--- src/rtl/maca_pkg.sv ---
// maca_pkg: types, constants and codes shared by the MAC controller modules.
// No dependencies.
package maca_pkg;
   localparam int QueueDepth = 16;
   localparam int QueueAw    = $clog2(QueueDepth);
   localparam int CountW     = QueueAw + 1;
   localparam int RandBits   = 16;
   localparam int TimerW     = 24;
   localparam logic [7:0] Broadcast = 8'd255;

   typedef enum logic [2:0] {
      MODE_IDLE    = 3'd0,
      MODE_CONTEND = 3'd1,
      MODE_WFCTS   = 3'd2,
      MODE_WFDATA  = 3'd3,
      MODE_QUIET   = 3'd4
   } mode_type;

   typedef enum logic [1:0] {
      ACT_TICK  = 2'd0,
      ACT_ENQ   = 2'd1,
      ACT_FRAME = 2'd2
   } action_type;

   typedef enum logic [1:0] {
      FRM_RTS  = 2'd0,
      FRM_CTS  = 2'd1,
      FRM_DATA = 2'd2
   } frame_type;

   typedef enum logic [1:0] {
      SEND_NONE = 2'd0,
      SEND_RTS  = 2'd1,
      SEND_CTS  = 2'd2,
      SEND_DATA = 2'd3
   } send_type;

   typedef enum logic [2:0] {
      REG_OWN_ADDR = 3'd0,
      REG_PROP     = 3'd1,
      REG_CTS      = 3'd2,
      REG_DATA     = 3'd3,
      REG_MIN_WIN  = 3'd4,
      REG_MAX_WIN  = 3'd5
   } reg_type;

   typedef enum logic [1:0] {
      ST_IDLE = 2'd0,
      ST_MULA = 2'd1,
      ST_EXEC = 2'd2,
      ST_OUT  = 2'd3
   } ctl_state_type;

   typedef struct packed {
      logic       load;
      logic       mul_a;
      logic       exec;
   } cmd_type;

   typedef struct packed {
      logic [1:0] action;
      logic [1:0] ftype;
      logic [7:0] src;
      logic [7:0] dst;
      logic       busy;
      logic [15:0] rnd;
   } req_word_type;

   typedef struct packed {
      logic [1:0] send_kind;
      logic [7:0] send_dest;
      logic       deliver;
      logic [7:0] deliver_src;
      logic       dropped;
      logic [2:0] mac_status;
      logic [4:0] queue_count;
   } rsp_word_type;
endpackage

--- src/rtl/maca_req_if.sv ---
// maca_req_if, maca_rsp_if: valid/ready channels of the MAC controller.
// No dependencies.
interface maca_req_if (input logic clock);
   logic valid;
   logic ready;
   logic [1:0] action;
   logic [1:0] frame_type;
   logic [7:0] frame_src;
   logic [7:0] frame_addr;
   logic       phy_busy;
   logic [15:0] rand_req;
   modport source (output valid, action, frame_type, frame_src, frame_addr, phy_busy,
                   rand_req, input ready);
   modport sink (input valid, action, frame_type, frame_src, frame_addr, phy_busy,
                 rand_req, output ready);
endinterface

interface maca_rsp_if (input logic clock);
   logic valid;
   logic ready;
   logic [1:0] send_kind;
   logic [7:0] send_dest;
   logic       deliver;
   logic [7:0] deliver_src;
   logic       dropped;
   logic [2:0] mac_status;
   logic [4:0] queue_count;
   modport source (output valid, send_kind, send_dest, deliver, deliver_src, dropped,
                   mac_status, queue_count, input ready);
   modport sink (input valid, send_kind, send_dest, deliver, deliver_src, dropped,
                 mac_status, queue_count, output ready);
endinterface

--- src/rtl/maca_mac_controller.sv ---
// maca_mac_controller: top level of the MACA RTS/CTS medium access controller.
// Depends on maca_pkg, maca_req_if/maca_rsp_if, maca_ctrl and maca_datapath.
//
//  channel  | dir | handshake        | word
//  req      | in  | valid/ready      | action, frame header, phy_busy, rand_req
//  rsp      | out | valid/ready      | send, deliver, dropped, status, count
//  csr      | in  | write enable     | index 0..5, 16-bit data
//
// Each word passes through these steps in order: accept with span products, rand
// products, event update, result. The split backoff multiply gives the separate
// rand-products step.
// Reset is synchronous; all timers, queue and mode clear, registers take defaults.
// A stalled result holds the block; the next word is taken once it is read.
module maca_mac_controller (
   input logic               clock,
   input logic               reset,
   maca_req_if.sink          req,
   maca_rsp_if.source        rsp,
   input logic               csr_write,
   input logic [2:0]         csr_index,
   input logic [15:0]        csr_data
);
   maca_pkg::cmd_type      cmd;
   maca_pkg::req_word_type req_word;
   maca_pkg::rsp_word_type rsp_word;

   assign req_word.action = req.action;
   assign req_word.ftype  = req.frame_type;
   assign req_word.src    = req.frame_src;
   assign req_word.dst    = req.frame_addr;
   assign req_word.busy   = req.phy_busy;
   assign req_word.rnd    = req.rand_req;

   maca_ctrl u_ctrl (
      .clock     (clock),
      .reset     (reset),
      .req_valid (req.valid),
      .req_ready (req.ready),
      .rsp_valid (rsp.valid),
      .rsp_ready (rsp.ready),
      .cmd       (cmd)
   );

   maca_datapath u_dp (
      .clock     (clock),
      .reset     (reset),
      .cmd       (cmd),
      .req_word  (req_word),
      .csr_write (csr_write),
      .csr_index (csr_index),
      .csr_data  (csr_data),
      .rsp_word  (rsp_word)
   );

   assign rsp.send_kind   = rsp_word.send_kind;
   assign rsp.send_dest   = rsp_word.send_dest;
   assign rsp.deliver     = rsp_word.deliver;
   assign rsp.deliver_src = rsp_word.deliver_src;
   assign rsp.dropped     = rsp_word.dropped;
   assign rsp.mac_status  = rsp_word.mac_status;
   assign rsp.queue_count = rsp_word.queue_count;
endmodule

--- src/rtl/maca_ctrl.sv ---
// maca_ctrl: sequencer for one word: load, backoff product, execute, output.
// Depends on maca_pkg.
module maca_ctrl (
   input  logic                  clock,
   input  logic                  reset,
   input  logic                  req_valid,
   output logic                  req_ready,
   output logic                  rsp_valid,
   input  logic                  rsp_ready,
   output maca_pkg::cmd_type     cmd
);
   maca_pkg::ctl_state_type state_ff, state_in;

   always_ff @(posedge clock) begin
      if (reset) begin
         state_ff <= maca_pkg::ST_IDLE;
      end else begin
         state_ff <= state_in;
      end
   end

   always_comb begin
      state_in = state_ff;
      case (state_ff)
         maca_pkg::ST_IDLE: begin
            if (req_valid) state_in = maca_pkg::ST_MULA;
         end
         maca_pkg::ST_MULA: state_in = maca_pkg::ST_EXEC;
         maca_pkg::ST_EXEC: state_in = maca_pkg::ST_OUT;
         maca_pkg::ST_OUT: begin
            if (rsp_ready) state_in = maca_pkg::ST_IDLE;
         end
         default: state_in = maca_pkg::ST_IDLE;
      endcase
   end

   always_comb begin
      req_ready = 1'b0;
      rsp_valid = 1'b0;
      cmd = '0;
      case (state_ff)
         maca_pkg::ST_IDLE: begin
            req_ready = 1'b1;
            cmd.load = req_valid;
         end
         maca_pkg::ST_MULA: cmd.mul_a = 1'b1;
         maca_pkg::ST_EXEC: cmd.exec = 1'b1;
         maca_pkg::ST_OUT: rsp_valid = 1'b1;
         default: ;
      endcase
   end
endmodule

--- src/rtl/maca_datapath.sv ---
// maca_datapath: registers, FIFO, timers, backoff multiplier and event logic.
// Depends on maca_pkg.
module maca_datapath (
   input  logic                   clock,
   input  logic                   reset,
   input  maca_pkg::cmd_type      cmd,
   input  maca_pkg::req_word_type req_word,
   input  logic                   csr_write,
   input  logic [2:0]             csr_index,
   input  logic [15:0]            csr_data,
   output maca_pkg::rsp_word_type rsp_word
);
   localparam int TW = maca_pkg::TimerW;
   localparam int AW = maca_pkg::QueueAw;
   localparam int CW = maca_pkg::CountW;
   localparam int RB = maca_pkg::RandBits;

   logic [7:0]  own_ff;
   logic [15:0] prop_ff, cts_ff, data_ff;
   logic [6:0]  minw_ff, maxw_ff;

   maca_pkg::req_word_type req_ff;
   maca_pkg::mode_type mode_ff, mode_in;
   logic [7:0]    fifo_ff [maca_pkg::QueueDepth];
   logic [AW-1:0] head_ff, head_in;
   logic [CW-1:0] count_ff, count_in;
   logic [6:0]    beb_ff, beb_in;
   logic [TW-1:0] bo_left_ff, bo_left_in, q_left_ff, q_left_in, w_left_ff, w_left_in;
   logic          bo_on_ff, bo_on_in, q_on_ff, q_on_in, w_on_ff, w_on_in;
   logic [23:0]   span_ff, span2_ff;
   logic [39:0]   prod_pre_ff, prod_post_ff;
   maca_pkg::rsp_word_type rsp_ff, rsp_in;

   logic          fifo_we;
   logic [AW-1:0] fifo_wa;
   logic [RB-1:0] rnd;
   logic [16:0]   pc_sum;
   logic [6:0]    beb_dbl;
   logic [6:0]    win_alt;
   logic [7:0]    dbl_full;
   logic [TW-1:0] bo_pre, bo_post, wait_cts, wait_data, quiet_cts, quiet_data;

   always_ff @(posedge clock) begin
      if (reset) begin
         own_ff  <= 8'd1;
         prop_ff <= 16'd300;
         cts_ff  <= 16'd100;
         data_ff <= 16'd200;
         minw_ff <= 7'd1;
         maxw_ff <= 7'd10;
      end else if (csr_write) begin
         case (csr_index)
            maca_pkg::REG_OWN_ADDR: own_ff  <= csr_data[7:0];
            maca_pkg::REG_PROP:     prop_ff <= csr_data;
            maca_pkg::REG_CTS:      cts_ff  <= csr_data;
            maca_pkg::REG_DATA:     data_ff <= csr_data;
            maca_pkg::REG_MIN_WIN:  minw_ff <= csr_data[6:0];
            maca_pkg::REG_MAX_WIN:  maxw_ff <= csr_data[6:0];
            default: ;
         endcase
      end
   end

   assign rnd     = req_ff.rnd[RB-1:0];
   assign pc_sum  = {1'b0, prop_ff} + {1'b0, cts_ff};
   assign dbl_full = {beb_ff, 1'b0};
   assign beb_dbl = (dbl_full < {1'b0, maxw_ff}) ? dbl_full[6:0] : maxw_ff;
   assign win_alt = (req_word.action == maca_pkg::ACT_TICK) ? beb_dbl : minw_ff;
   assign wait_cts  = TW'({prop_ff, 1'b0}) + TW'(cts_ff);
   assign wait_data = TW'({prop_ff, 1'b0}) + TW'(data_ff);
   assign quiet_cts  = wait_cts;
   assign quiet_data = wait_data;
   assign bo_pre  = prod_pre_ff[RB +: TW];
   assign bo_post = prod_post_ff[RB +: TW];

   // span with current window, and with doubled (tick) or minimum (enqueue, frame) window
   always_ff @(posedge clock) begin
      if (cmd.load) begin
         req_ff   <= req_word;
         span_ff  <= {17'd0, beb_ff} * {7'd0, pc_sum};
         span2_ff <= {17'd0, win_alt} * {7'd0, pc_sum};
      end
      if (cmd.mul_a) begin
         prod_pre_ff  <= {16'd0, span_ff} * {24'd0, rnd};
         prod_post_ff <= {16'd0, span2_ff} * {24'd0, rnd};
      end
   end

   always_ff @(posedge clock) begin
      if (fifo_we) fifo_ff[fifo_wa] <= req_ff.dst;
   end

   always_ff @(posedge clock) begin
      if (reset) begin
         mode_ff <= maca_pkg::MODE_IDLE;
         head_ff <= '0;
         count_ff <= '0;
         beb_ff <= 7'd1;
         bo_left_ff <= '0; q_left_ff <= '0; w_left_ff <= '0;
         bo_on_ff <= 1'b0; q_on_ff <= 1'b0; w_on_ff <= 1'b0;
      end else if (cmd.exec) begin
         mode_ff <= mode_in;
         head_ff <= head_in;
         count_ff <= count_in;
         beb_ff <= beb_in;
         bo_left_ff <= bo_left_in; q_left_ff <= q_left_in; w_left_ff <= w_left_in;
         bo_on_ff <= bo_on_in; q_on_ff <= q_on_in; w_on_ff <= w_on_in;
      end
   end

   always_ff @(posedge clock) begin
      if (cmd.exec) rsp_ff <= rsp_in;
   end
   assign rsp_word = rsp_ff;

   always_comb begin
      logic from_own, to_me, doubled;
      mode_in = mode_ff; head_in = head_ff; count_in = count_ff; beb_in = beb_ff;
      bo_left_in = bo_left_ff; q_left_in = q_left_ff; w_left_in = w_left_ff;
      bo_on_in = bo_on_ff; q_on_in = q_on_ff; w_on_in = w_on_ff;
      rsp_in = '0;
      fifo_we = 1'b0;
      fifo_wa = head_ff + count_ff[AW-1:0];
      from_own = (req_ff.src == own_ff);
      to_me = (req_ff.dst == own_ff);
      doubled = 1'b0;
      case (req_ff.action)
         maca_pkg::ACT_TICK: begin
            if (q_on_in && q_left_in != '0) q_left_in = q_left_in - 1'b1;
            if (w_on_in && w_left_in != '0) w_left_in = w_left_in - 1'b1;
            if (bo_on_in && bo_left_in != '0) bo_left_in = bo_left_in - 1'b1;
            if (q_on_in && q_left_in == '0) begin
               q_on_in = 1'b0;
               mode_in = maca_pkg::MODE_IDLE;
               bo_left_in = bo_pre; bo_on_in = 1'b1;
            end
            if (w_on_in && w_left_in == '0) begin
               w_on_in = 1'b0;
               beb_in = beb_dbl;
               doubled = 1'b1;
               mode_in = maca_pkg::MODE_IDLE;
               bo_left_in = bo_post; bo_on_in = 1'b1;
            end
            if (bo_on_in && bo_left_in == '0) begin
               bo_on_in = 1'b0;
               if (count_in != '0) begin
                  if (!req_ff.busy) begin
                     rsp_in.send_kind = maca_pkg::SEND_RTS;
                     rsp_in.send_dest = fifo_ff[head_ff];
                     mode_in = maca_pkg::MODE_WFCTS;
                     w_left_in = wait_cts; w_on_in = 1'b1;
                  end else begin
                     mode_in = maca_pkg::MODE_CONTEND;
                     bo_left_in = doubled ? bo_post : bo_pre; bo_on_in = 1'b1;
                  end
               end
            end
         end
         maca_pkg::ACT_ENQ: begin
            if (count_ff >= CW'(maca_pkg::QueueDepth)) begin
               rsp_in.dropped = 1'b1;
            end else begin
               fifo_we = 1'b1;
               count_in = count_ff + 1'b1;
               if (mode_ff == maca_pkg::MODE_IDLE) begin
                  mode_in = maca_pkg::MODE_CONTEND;
                  if (!bo_on_ff || count_ff == '0) begin
                     bo_left_in = bo_pre; bo_on_in = 1'b1;
                  end
               end
            end
         end
         maca_pkg::ACT_FRAME: begin
            if (!from_own) begin
               case (req_ff.ftype)
                  maca_pkg::FRM_RTS: begin
                     if (mode_ff == maca_pkg::MODE_QUIET) begin
                        if (!to_me && !(q_on_ff && q_left_ff > quiet_cts)) begin
                           q_left_in = quiet_cts;
                        end
                        if (!to_me) q_on_in = 1'b1;
                     end else if (mode_ff == maca_pkg::MODE_IDLE ||
                                  mode_ff == maca_pkg::MODE_CONTEND) begin
                        if (to_me) begin
                           if (!req_ff.busy) begin
                              rsp_in.send_kind = maca_pkg::SEND_CTS;
                              rsp_in.send_dest = req_ff.src;
                              bo_on_in = 1'b0; bo_left_in = '0;
                              mode_in = maca_pkg::MODE_WFDATA;
                              w_left_in = wait_data; w_on_in = 1'b1;
                           end
                        end else begin
                           bo_on_in = 1'b0; bo_left_in = '0;
                           q_left_in = quiet_cts; q_on_in = 1'b1;
                           mode_in = maca_pkg::MODE_QUIET;
                        end
                     end
                  end
                  maca_pkg::FRM_CTS: begin
                     if (mode_ff == maca_pkg::MODE_WFCTS && to_me) begin
                        w_on_in = 1'b0; w_left_in = '0;
                        if (count_ff != '0) begin
                           beb_in = minw_ff;
                           if (!req_ff.busy) begin
                              rsp_in.send_kind = maca_pkg::SEND_DATA;
                              rsp_in.send_dest = fifo_ff[head_ff];
                              head_in = head_ff + 1'b1;
                              count_in = count_ff - 1'b1;
                           end
                        end
                        mode_in = maca_pkg::MODE_IDLE;
                        // window falls back to minimum only with a packet queued
                        bo_left_in = (count_ff != '0) ? bo_post : bo_pre;
                        bo_on_in = 1'b1;
                     end else if (!to_me) begin
                        if (mode_ff == maca_pkg::MODE_QUIET) begin
                           if (!(q_on_ff && q_left_ff > quiet_data)) q_left_in = quiet_data;
                           q_on_in = 1'b1;
                        end else if (mode_ff != maca_pkg::MODE_WFDATA) begin
                           bo_on_in = 1'b0; bo_left_in = '0;
                           w_on_in = 1'b0; w_left_in = '0;
                           q_left_in = quiet_data; q_on_in = 1'b1;
                           mode_in = maca_pkg::MODE_QUIET;
                        end
                     end
                  end
                  maca_pkg::FRM_DATA: begin
                     if (mode_ff == maca_pkg::MODE_WFDATA &&
                         (to_me || req_ff.dst == maca_pkg::Broadcast)) begin
                        mode_in = maca_pkg::MODE_IDLE;
                        w_on_in = 1'b0; w_left_in = '0;
                        rsp_in.deliver = 1'b1;
                        rsp_in.deliver_src = req_ff.src;
                     end
                  end
                  default: ;
               endcase
            end
         end
         default: ;
      endcase
      rsp_in.mac_status = mode_in;
      rsp_in.queue_count = count_in;
   end
endmodule

--- src/flat_wrapper.sv ---
// flat-port wrapper written by rule: the top's interface ports become plain ports
module maca_mac_controller_flat 
  (clock, reset, csr_write, csr_index, csr_data, req_valid, req_action, req_frame_type, req_frame_src, req_frame_addr, req_phy_busy, req_rand_req, req_ready, rsp_valid, rsp_send_kind, rsp_send_dest, rsp_deliver, rsp_deliver_src, rsp_dropped, rsp_mac_status, rsp_queue_count, rsp_ready);
  maca_req_if req_i (.clock(clock));
  maca_rsp_if rsp_i (.clock(clock));
  input logic clock;
  input logic reset;
  input logic csr_write;
  input logic [2:0] csr_index;
  input logic [15:0] csr_data;
  input wire logic [$bits(req_i.valid)-1:0] req_valid;
  input wire logic [$bits(req_i.action)-1:0] req_action;
  input wire logic [$bits(req_i.frame_type)-1:0] req_frame_type;
  input wire logic [$bits(req_i.frame_src)-1:0] req_frame_src;
  input wire logic [$bits(req_i.frame_addr)-1:0] req_frame_addr;
  input wire logic [$bits(req_i.phy_busy)-1:0] req_phy_busy;
  input wire logic [$bits(req_i.rand_req)-1:0] req_rand_req;
  output wire logic [$bits(req_i.ready)-1:0] req_ready;
  output wire logic [$bits(rsp_i.valid)-1:0] rsp_valid;
  output wire logic [$bits(rsp_i.send_kind)-1:0] rsp_send_kind;
  output wire logic [$bits(rsp_i.send_dest)-1:0] rsp_send_dest;
  output wire logic [$bits(rsp_i.deliver)-1:0] rsp_deliver;
  output wire logic [$bits(rsp_i.deliver_src)-1:0] rsp_deliver_src;
  output wire logic [$bits(rsp_i.dropped)-1:0] rsp_dropped;
  output wire logic [$bits(rsp_i.mac_status)-1:0] rsp_mac_status;
  output wire logic [$bits(rsp_i.queue_count)-1:0] rsp_queue_count;
  input wire logic [$bits(rsp_i.ready)-1:0] rsp_ready;
  assign req_i.valid = req_valid;
  assign req_i.action = req_action;
  assign req_i.frame_type = req_frame_type;
  assign req_i.frame_src = req_frame_src;
  assign req_i.frame_addr = req_frame_addr;
  assign req_i.phy_busy = req_phy_busy;
  assign req_i.rand_req = req_rand_req;
  assign req_ready = req_i.ready;
  assign rsp_valid = rsp_i.valid;
  assign rsp_send_kind = rsp_i.send_kind;
  assign rsp_send_dest = rsp_i.send_dest;
  assign rsp_deliver = rsp_i.deliver;
  assign rsp_deliver_src = rsp_i.deliver_src;
  assign rsp_dropped = rsp_i.dropped;
  assign rsp_mac_status = rsp_i.mac_status;
  assign rsp_queue_count = rsp_i.queue_count;
  assign rsp_i.ready = rsp_ready;
  maca_mac_controller u_core (.clock(clock), .reset(reset), .req(req_i), .rsp(rsp_i), .csr_write(csr_write), .csr_index(csr_index), .csr_data(csr_data));
endmodule
--- config.mk ---
export PLATFORM = sky130hd
export DESIGN_NAME = maca_mac_controller_flat
export DESIGN_NICKNAME = d
export VERILOG_FILES = /design/src/rtl/maca_pkg.sv /design/src/rtl/maca_req_if.sv /design/src/rtl/maca_mac_controller.sv /design/src/rtl/maca_ctrl.sv /design/src/rtl/maca_datapath.sv /design/src/flat_wrapper.sv
export SDC_FILE = /design/constraint.sdc
export NUM_CORES = 2
export LEC_CHECK = 0
export BUFFER_PORTS_ARGS = -buffer_cell sky130_fd_sc_hd__buf_4
export CAP_MARGIN = 5
export CELL_PAD_IN_SITES_DETAIL_PLACEMENT = 0
export CELL_PAD_IN_SITES_GLOBAL_PLACEMENT = 1
export CORE_ASPECT_RATIO = 1.75
export CORE_MARGIN = 10
export CORE_UTILIZATION = 46
export CTS_CLUSTER_SIZE = 16
export DETAILED_ROUTE_END_ITERATION = 16
export HOLD_SLACK_MARGIN = 0.08
export PLACE_DENSITY = 0.76
export SKIP_CTS_REPAIR_TIMING = 1
export SLEW_MARGIN = 10
export SYNTH_ARGS = -nofsm -noshare
export SYNTH_HDL_FRONTEND = slang
export SYNTH_SLANG_ARGS = --single-unit
--- constraint.sdc ---
create_clock -name clock -period 8.1 [get_ports clock]
set_input_delay 0.81 -clock clock [delete_from_list [all_inputs] [get_ports clock]]
set_output_delay 0.81 -clock clock [all_outputs]
set_load 0.02 [all_outputs]
After elaboration in Yosys (flattened, before gate mapping)
Memory sizes are Yosys's and may differ from the RTL's. A register that Yosys moved wholly into a read port is not among the register bits.
Index checks and enable logic that the tools add are counted.
{ "word_totals": {"regBits": 359, "ram_bits": 128, "output_inout_bits": 30, "mem_count": 1} }
{ "classes": {"addsub": 10, "n_mul": 4, "order_cmp": 4, "n_eq_ne": 49, "muxes": 161, "bitwise": 5, "reduce_logical": 48} }
{ "mem_list": {"columns": ["name", "words", "word_bits", "read_ports", "rd_clocked_by_memory_dff", "write_ports", "line_no", "rtl"], "rows": [
  ["u_core.u_dp.fifo_ff", 16, 8, 1, 1, 1, "maca_datapath.sv:24", "logic [7:0] fifo_ff [maca_pkg::QueueDepth];"]
]} }
{ "op_table": {"columns": ["op", "n"], "rows": [
  ["$mux W24", 45],
  ["$pmux W24 S2", 4],
  ["$pmux W24 S3", 2],
  ["$mul A24 B16 Y40", 2],
  ["$logic_not A24 Y1", 3],
  ["$reduce_bool A24 Y1", 3],
  ["$sub A24 B1 Y24 const B", 3],
  ["$mux W10", 7],
  ["$mux W1", 50],
  ["$mux W7", 7],
  ["$gt A24 B18 Y1", 2],
  ["$mul A7 B17 Y24", 2],
  ["$mux W3", 16],
  ["$mux W9", 5],
  ["$pmux W10 S2", 2],
  ["$add A17 B16 Y18", 2],
  ["$ne A4 B4 Y1 const B", 9],
  ["$mux W5", 6],
  ["$ne A3 B3 Y1 const B", 7],
  ["$ne A2 B2 Y1 const B", 10],
  ["$mux W19", 1],
  ["$pmux W3 S3", 2],
  ["$add A16 B16 Y17", 1],
  ["$eq A8 B8 Y1", 2],
  ["other kinds (41)", 88]
]} }

Longest topological paths before layout
{ "depth": {"ltp_word": 13, "ltp_mapped": 33} }

By module
Synthesis repeated with hierarchy kept, for this count alone.
{ "hier_totals": {"hier_cells": 6039, "area_unflattened_um2": 55475.7} }
{ "by_module_without_submodules": {"columns": ["mod", "instances", "cells_per_inst", "area_per_inst_um2", "seq_area_each_um2"], "rows": [
  ["maca_datapath", 1, 6021, 55290.5, 12041.5],
  ["maca_ctrl", 1, 18, 185.2, 40.0]
]} }

Worst setup path after synthesis
No wires, ideal clock.
{ "synth_timing": {"path_kind": "reg-to-reg", "from": "register u_core.u_dp.prop_ff[1]", "to": "register u_core.u_dp.span_ff[23], data pin", "arrival_ps": 7247, "t_required_ps": 7840, "path_slack_ps": 593, "stages_incl_launch_ff": 28, "period_less_slack_ps": 7507, "path_cell_list": "dfxtp_1 ha_1 a21o_1 a21oi_1 o21bai_1 a21oi_1 o21bai_1 a21oi_1 o21bai_1 a21oi_1 o21ai_0 a2111oi_0 nor3_1 and2_1 fa_1 fa_1 fa_1 inv_1 fa_1 inv_1 ha_1 nand3_1 o211ai_1 nor4_1 nor3_1 a211oi_1 a21oi_1 xnor2_1"} }
{ "synth_between": {"elab_chain_len": 2} }
{ "synth_lines": {"columns": ["element", "line_no", "rtl"], "rows": [
  ["start, declared", "maca_datapath.sv:19", "logic [15:0] prop_ff, cts_ff, data_ff;"],
  ["start signal, assigned", "maca_datapath.sv:54", "maca_pkg::REG_PROP: prop_ff <= csr_data;"],
  ["$add A16 B16 Y17", "maca_datapath.sv:65", "assign pc_sum = {1'b0, prop_ff} + {1'b0, cts_ff};"],
  ["$mul A7 B17 Y24", "maca_datapath.sv:80", "span_ff <= {17'd0, beb_ff} * {7'd0, pc_sum};"],
  ["end signal, assigned", "maca_datapath.sv:80", null],
  ["end, declared", "maca_datapath.sv:30", "logic [23:0] span_ff, span2_ff;"]
]} }
No other way between the ends.
A chain may end at the register's enable or synchronous reset.

Worst setup path after layout
{ "layout_timing": {"from": "register u_core.u_dp.span_ff[8]", "to": "register u_core.u_dp.prod_pre_ff[32], data pin"} }
{ "layout_between": {"elab_chain_len": 1} }
{ "layout_lines": {"columns": ["element", "line_no", "rtl"], "rows": [
  ["$mul A24 B16 Y40", "maca_datapath.sv:84", "prod_pre_ff <= {16'd0, span_ff} * {24'd0, rnd};"],
  ["end signal, assigned", "maca_datapath.sv:84", null],
  ["end, declared", "maca_datapath.sv:31", "logic [39:0] prod_pre_ff, prod_post_ff;"]
]} }
No other way between the ends.

==> reports/qor.csv <==
stage,metric,value,unit
critical_path,crit path DAT,8.17,ns
hold_path,Worst Hold Path Cells,1,
timing,actual slew at the worst max-slew pin,1.13,ns
hold_path,Hold/Removal Path Class,input pin to flop,
floorplanning,area of the core,118000,µm²
critical_path,Setup crit end kind,flop,
synthesis,Synth top area share,0.277,
global_routing,vias in the first global route,45038,
timing,Setup TNS Final,0,ns
global_routing,initial antenna violation count,1,
global_routing,gr usage total,0.253,
hold_path,hold wc startpoint,req_frame_addr[2],
cts,maximum buffer depth of the clock tree,3,
timing,final worst-path cycle share,0.958,
global_routing,wire length of the first global-routing pass,261000,µm
finish,"most common cell after layout, fill and taps aside",inv_1,
placed_design,HPWL Detailed,136000,µm
routing,"wirelength, routed",169000,µm
critical_path,WP data required,8.51,ns
routing,DR pass1 iterations,6,
timing,final hold vios,0,
synthesis,cells after synthesis,5971,
timing,worst clock skew,0.0732,ns
routing,DR WL/cell,22.5,µm
synthesis,number of synthesized flops with an enable pin,289,
cts,CTS buffer count,48,
placed_design,PortBufs,90,
synthesis,mean area per synthesized cell,9.21,µm²
synthesis,largest cells by area after synthesis,"fa_1 (28%), edfxtp_1 (16%), ha_1 (9.5%)",
synthesis,Synth Register Bits,459,
finish,ratio of cells with drive above 1 in the final layout,0.0676,
timing,Setup Viol. Count Final,0,
cts,CTS root buffer,clkbuf_16,
critical_path,worst reg-to-reg path cell count,23,
finish,Area Overhead vs Synth,7.81,%
routing,via count,42489,
synthesis,"area leader, netlist",fa_1,
critical_path,Setup Crit Path Kind,flop to flop,
synthesis,Synthesized Nets,7210,
placed_design,RePlAce Congestion,0.947,
floorplanning,chip width,281,µm
synthesis,fraction of the yosys area taken by sequential cells,0.220,
critical_path,Reg2Reg Launch Point,u_core.u_dp.span_ff[8]$_DFFE_PP_,
run,Max-Cap Viols,0,
critical_path,CP startpoint kind,flop,
cts,TritonCTS clock tree,done,
global_routing,largest net degree at the start of global routing,76,
floorplanning,Chip Height,477,µm
routing,DRT iter0 DRCs,2436,
cts,TritonCTS Sinks,459,
global_routing,GR Overflow Total,0,
outcome,status,finished clean,
floorplanning,die area,134000,µm²
cts,# H-tree levels,2,
hold_path,Hold Path End,u_core.u_dp.req_ff[19]$_DFFE_PP_,
synthesis,Synthesis Warnings,0,
floorplanning,I/O pin count,91,
synthesis,"Top FF cell, synth",edfxtp_1,
routing,residual DRC count,0,
synthesis,Yosys cell types,92,
cts,Clock transition at path regs,0.07,ns
timing,Rel. slew slack,0.243,
synthesis,Synth async-reset ratio,0,
finish,final net count,7205,
routing,via-per-instance ratio,5.64,
timing,f_max,129,MHz
finish,most frequent cells in the layout,"inv_1 (974), nand2_1 (934), fa_1 (762)",
floorplanning,initial core utilization,0.464,
critical_path,critical path peak fanout,16,
timing,Final min period,7.76,ns
routing,antenna-violating nets left,0,
critical_path,FF-to-FF setup slack,0.34,ns
timing,Slew Limit Fails,0,
critical_path,end of the worst register-to-register path,u_core.u_dp.prod_pre_ff[32]$_DFFE_PN_,
floorplanning,row count,167,
synthesis,synthesized area,55000,µm²
finish,Filler cells,11141,
timing,unrepaired setup endpoints after global routing,false,
cts,clk_lat worst skew,0.67,ns
[worst max path at each step]
stage	startpoint	to	cells after the start
floorplan	u_core.u_dp.prop_ff[1]$_SDFFE_PP0P_	u_core.u_dp.span_ff[23]$_DFFE_PP_	27
global placement	u_core.u_dp.prop_ff[1]$_SDFFE_PP0P_	u_core.u_dp.span_ff[23]$_DFFE_PP_	29
detailed placement	u_core.u_dp.prop_ff[1]$_SDFFE_PP0P_	u_core.u_dp.span_ff[23]$_DFFE_PP_	29
CTS	u_core.u_dp.prop_ff[1]$_SDFFE_PP0P_	u_core.u_dp.span2_ff[22]$_DFFE_PP_	28
global route	u_core.u_dp.prop_ff[0]$_SDFFE_PP0P_	u_core.u_dp.span2_ff[23]$_DFFE_PP_	28
finish	u_core.u_dp.span_ff[8]$_DFFE_PP_	u_core.u_dp.prod_pre_ff[32]$_DFFE_PN_	23
[registers in the layout, summed over array words and instances, names as in the netlist, 8 cells and up, named ones only]
signal                    cells
u_core.u_dp.prop_ff          16
u_core.u_dp.cts_ff           16
u_core.u_dp.rnd              16
u_core.u_dp.data_ff          16
u_core.u_dp.fifo_ff         128
u_core.u_dp.span2_ff         24
u_core.u_dp.req_ff           21
u_core.u_dp.rsp_word         28
u_core.u_dp.w_left_ff        24
u_core.u_dp.span_ff          24
u_core.u_dp.bo_left_ff       24
u_core.u_dp.q_left_ff        24
u_core.u_dp.own_ff            8
u_core.u_dp.prod_pre_ff      24
u_core.u_dp.prod_post_ff     24
[per-stage QoR]
step / area, µm² / setup WS (ns) / cells / hold slack, ns / util
2_1_floorplan: 55000 / 0.593 / 5971 / 0.440 / -
3_3_place_gp: 57600 / 0.477 / 7437 / 0.450 / 0.486
3_5_place_dp: 57600 / 0.360 / 7437 / 0.453 / 0.486
4_1_cts: 59300 / 0.293 / 7526 / 0.293 / 0.500
5_1_grt: 59300 / 0.0843 / 7527 / 0.311 / 0.501
6_report: 59300 / 0.342 / 7527 / 0.326 / 0.501
[cell families (layout without fill, tap and decap cells)]
| family | Yosys count | after routing | share of synthesized area |
|---|---|---|---|
| xor+xnor | 190 | 190 | 0.0303 |
| compound gates | 705 | 705 | 0.0841 |
| mux | 106 | 106 | 0.0286 |
| flops | 459 | 459 | 0.220 |
| fa+ha+maj | 1178 | 1178 | 0.372 |
| buf+inv | 1258 | 1292 | 0.0866 |
| simple gates | 2075 | 2075 | 0.179 |
| other cells | 0 | 1 | 0 |
[synthesized netlist by cell type (50+ instances only)]
| library cell | count |
|---|---|
| nor4_1 | 50 |
| nor3_1 | 79 |
| inv_1 | 974 |
| and2_1 | 345 |
| nand2_1 | 934 |
| o21ai_0 | 127 |
| xnor2_1 | 119 |
| a21oi_1 | 206 |
| dfxtp_1 | 170 |
| xor2_1 | 71 |
| edfxtp_1 | 289 |
| nor2_1 | 314 |
| nand3_1 | 122 |
| clkbuf_1 | 255 |
| mux2i_1 | 57 |
| fa_1 | 762 |
| ha_1 | 416 |
[final cells by class]
cell class / count / area (µm²) / share of cell area
Timing Repair Buffer: 226 / 1750 / 0.0295
Tap cell: 1521 / 1900 / 0.0321
Antenna cell: 1 / 2.50 / 0.0000422
Multi-Input combinational cell: 4254 / 38200 / 0.645
Sequential cell: 459 / 12100 / 0.204
Inverter: 977 / 3670 / 0.0618
Clock inverter: 34 / 424 / 0.00715
Clock buffer: 55 / 1250 / 0.0211
[worst max-delay path, stage by stage (launching register included)]
cell,delay [ns]
edfxtp_1,0.90
nand2_1,0.17
fa_1,0.58
inv_1,0.05
fa_1,0.48
inv_1,0.05
fa_1,0.48
fa_1,0.54
inv_1,0.05
fa_1,0.51
fa_1,0.43
ha_1,0.30
a21o_1,0.18
a21oi_1,0.16
o21ai_0,0.12
nor2b_1,0.15
a221o_1,0.35
o211a_1,0.29
nor3_1,0.48
o21ai_0,0.30
a311oi_1,0.41
o21bai_1,0.18
a21oi_1,0.24
xnor2_1,0.09
[metal layers]
metal / global-route usage / vias up / part of all wire
li1: - / 19300 / -
met1: 0.256 / 21496 / 0.34
met2: 0.483 / 1212 / 0.55
met3: 0.0267 / 481 / 0.040
met4: 0.160 / 0 / 0.074
met5: 0 / - / 0
Power is not shown: default switching activity piles up to over one toggle a cycle in this logic, so the estimate is an artifact.
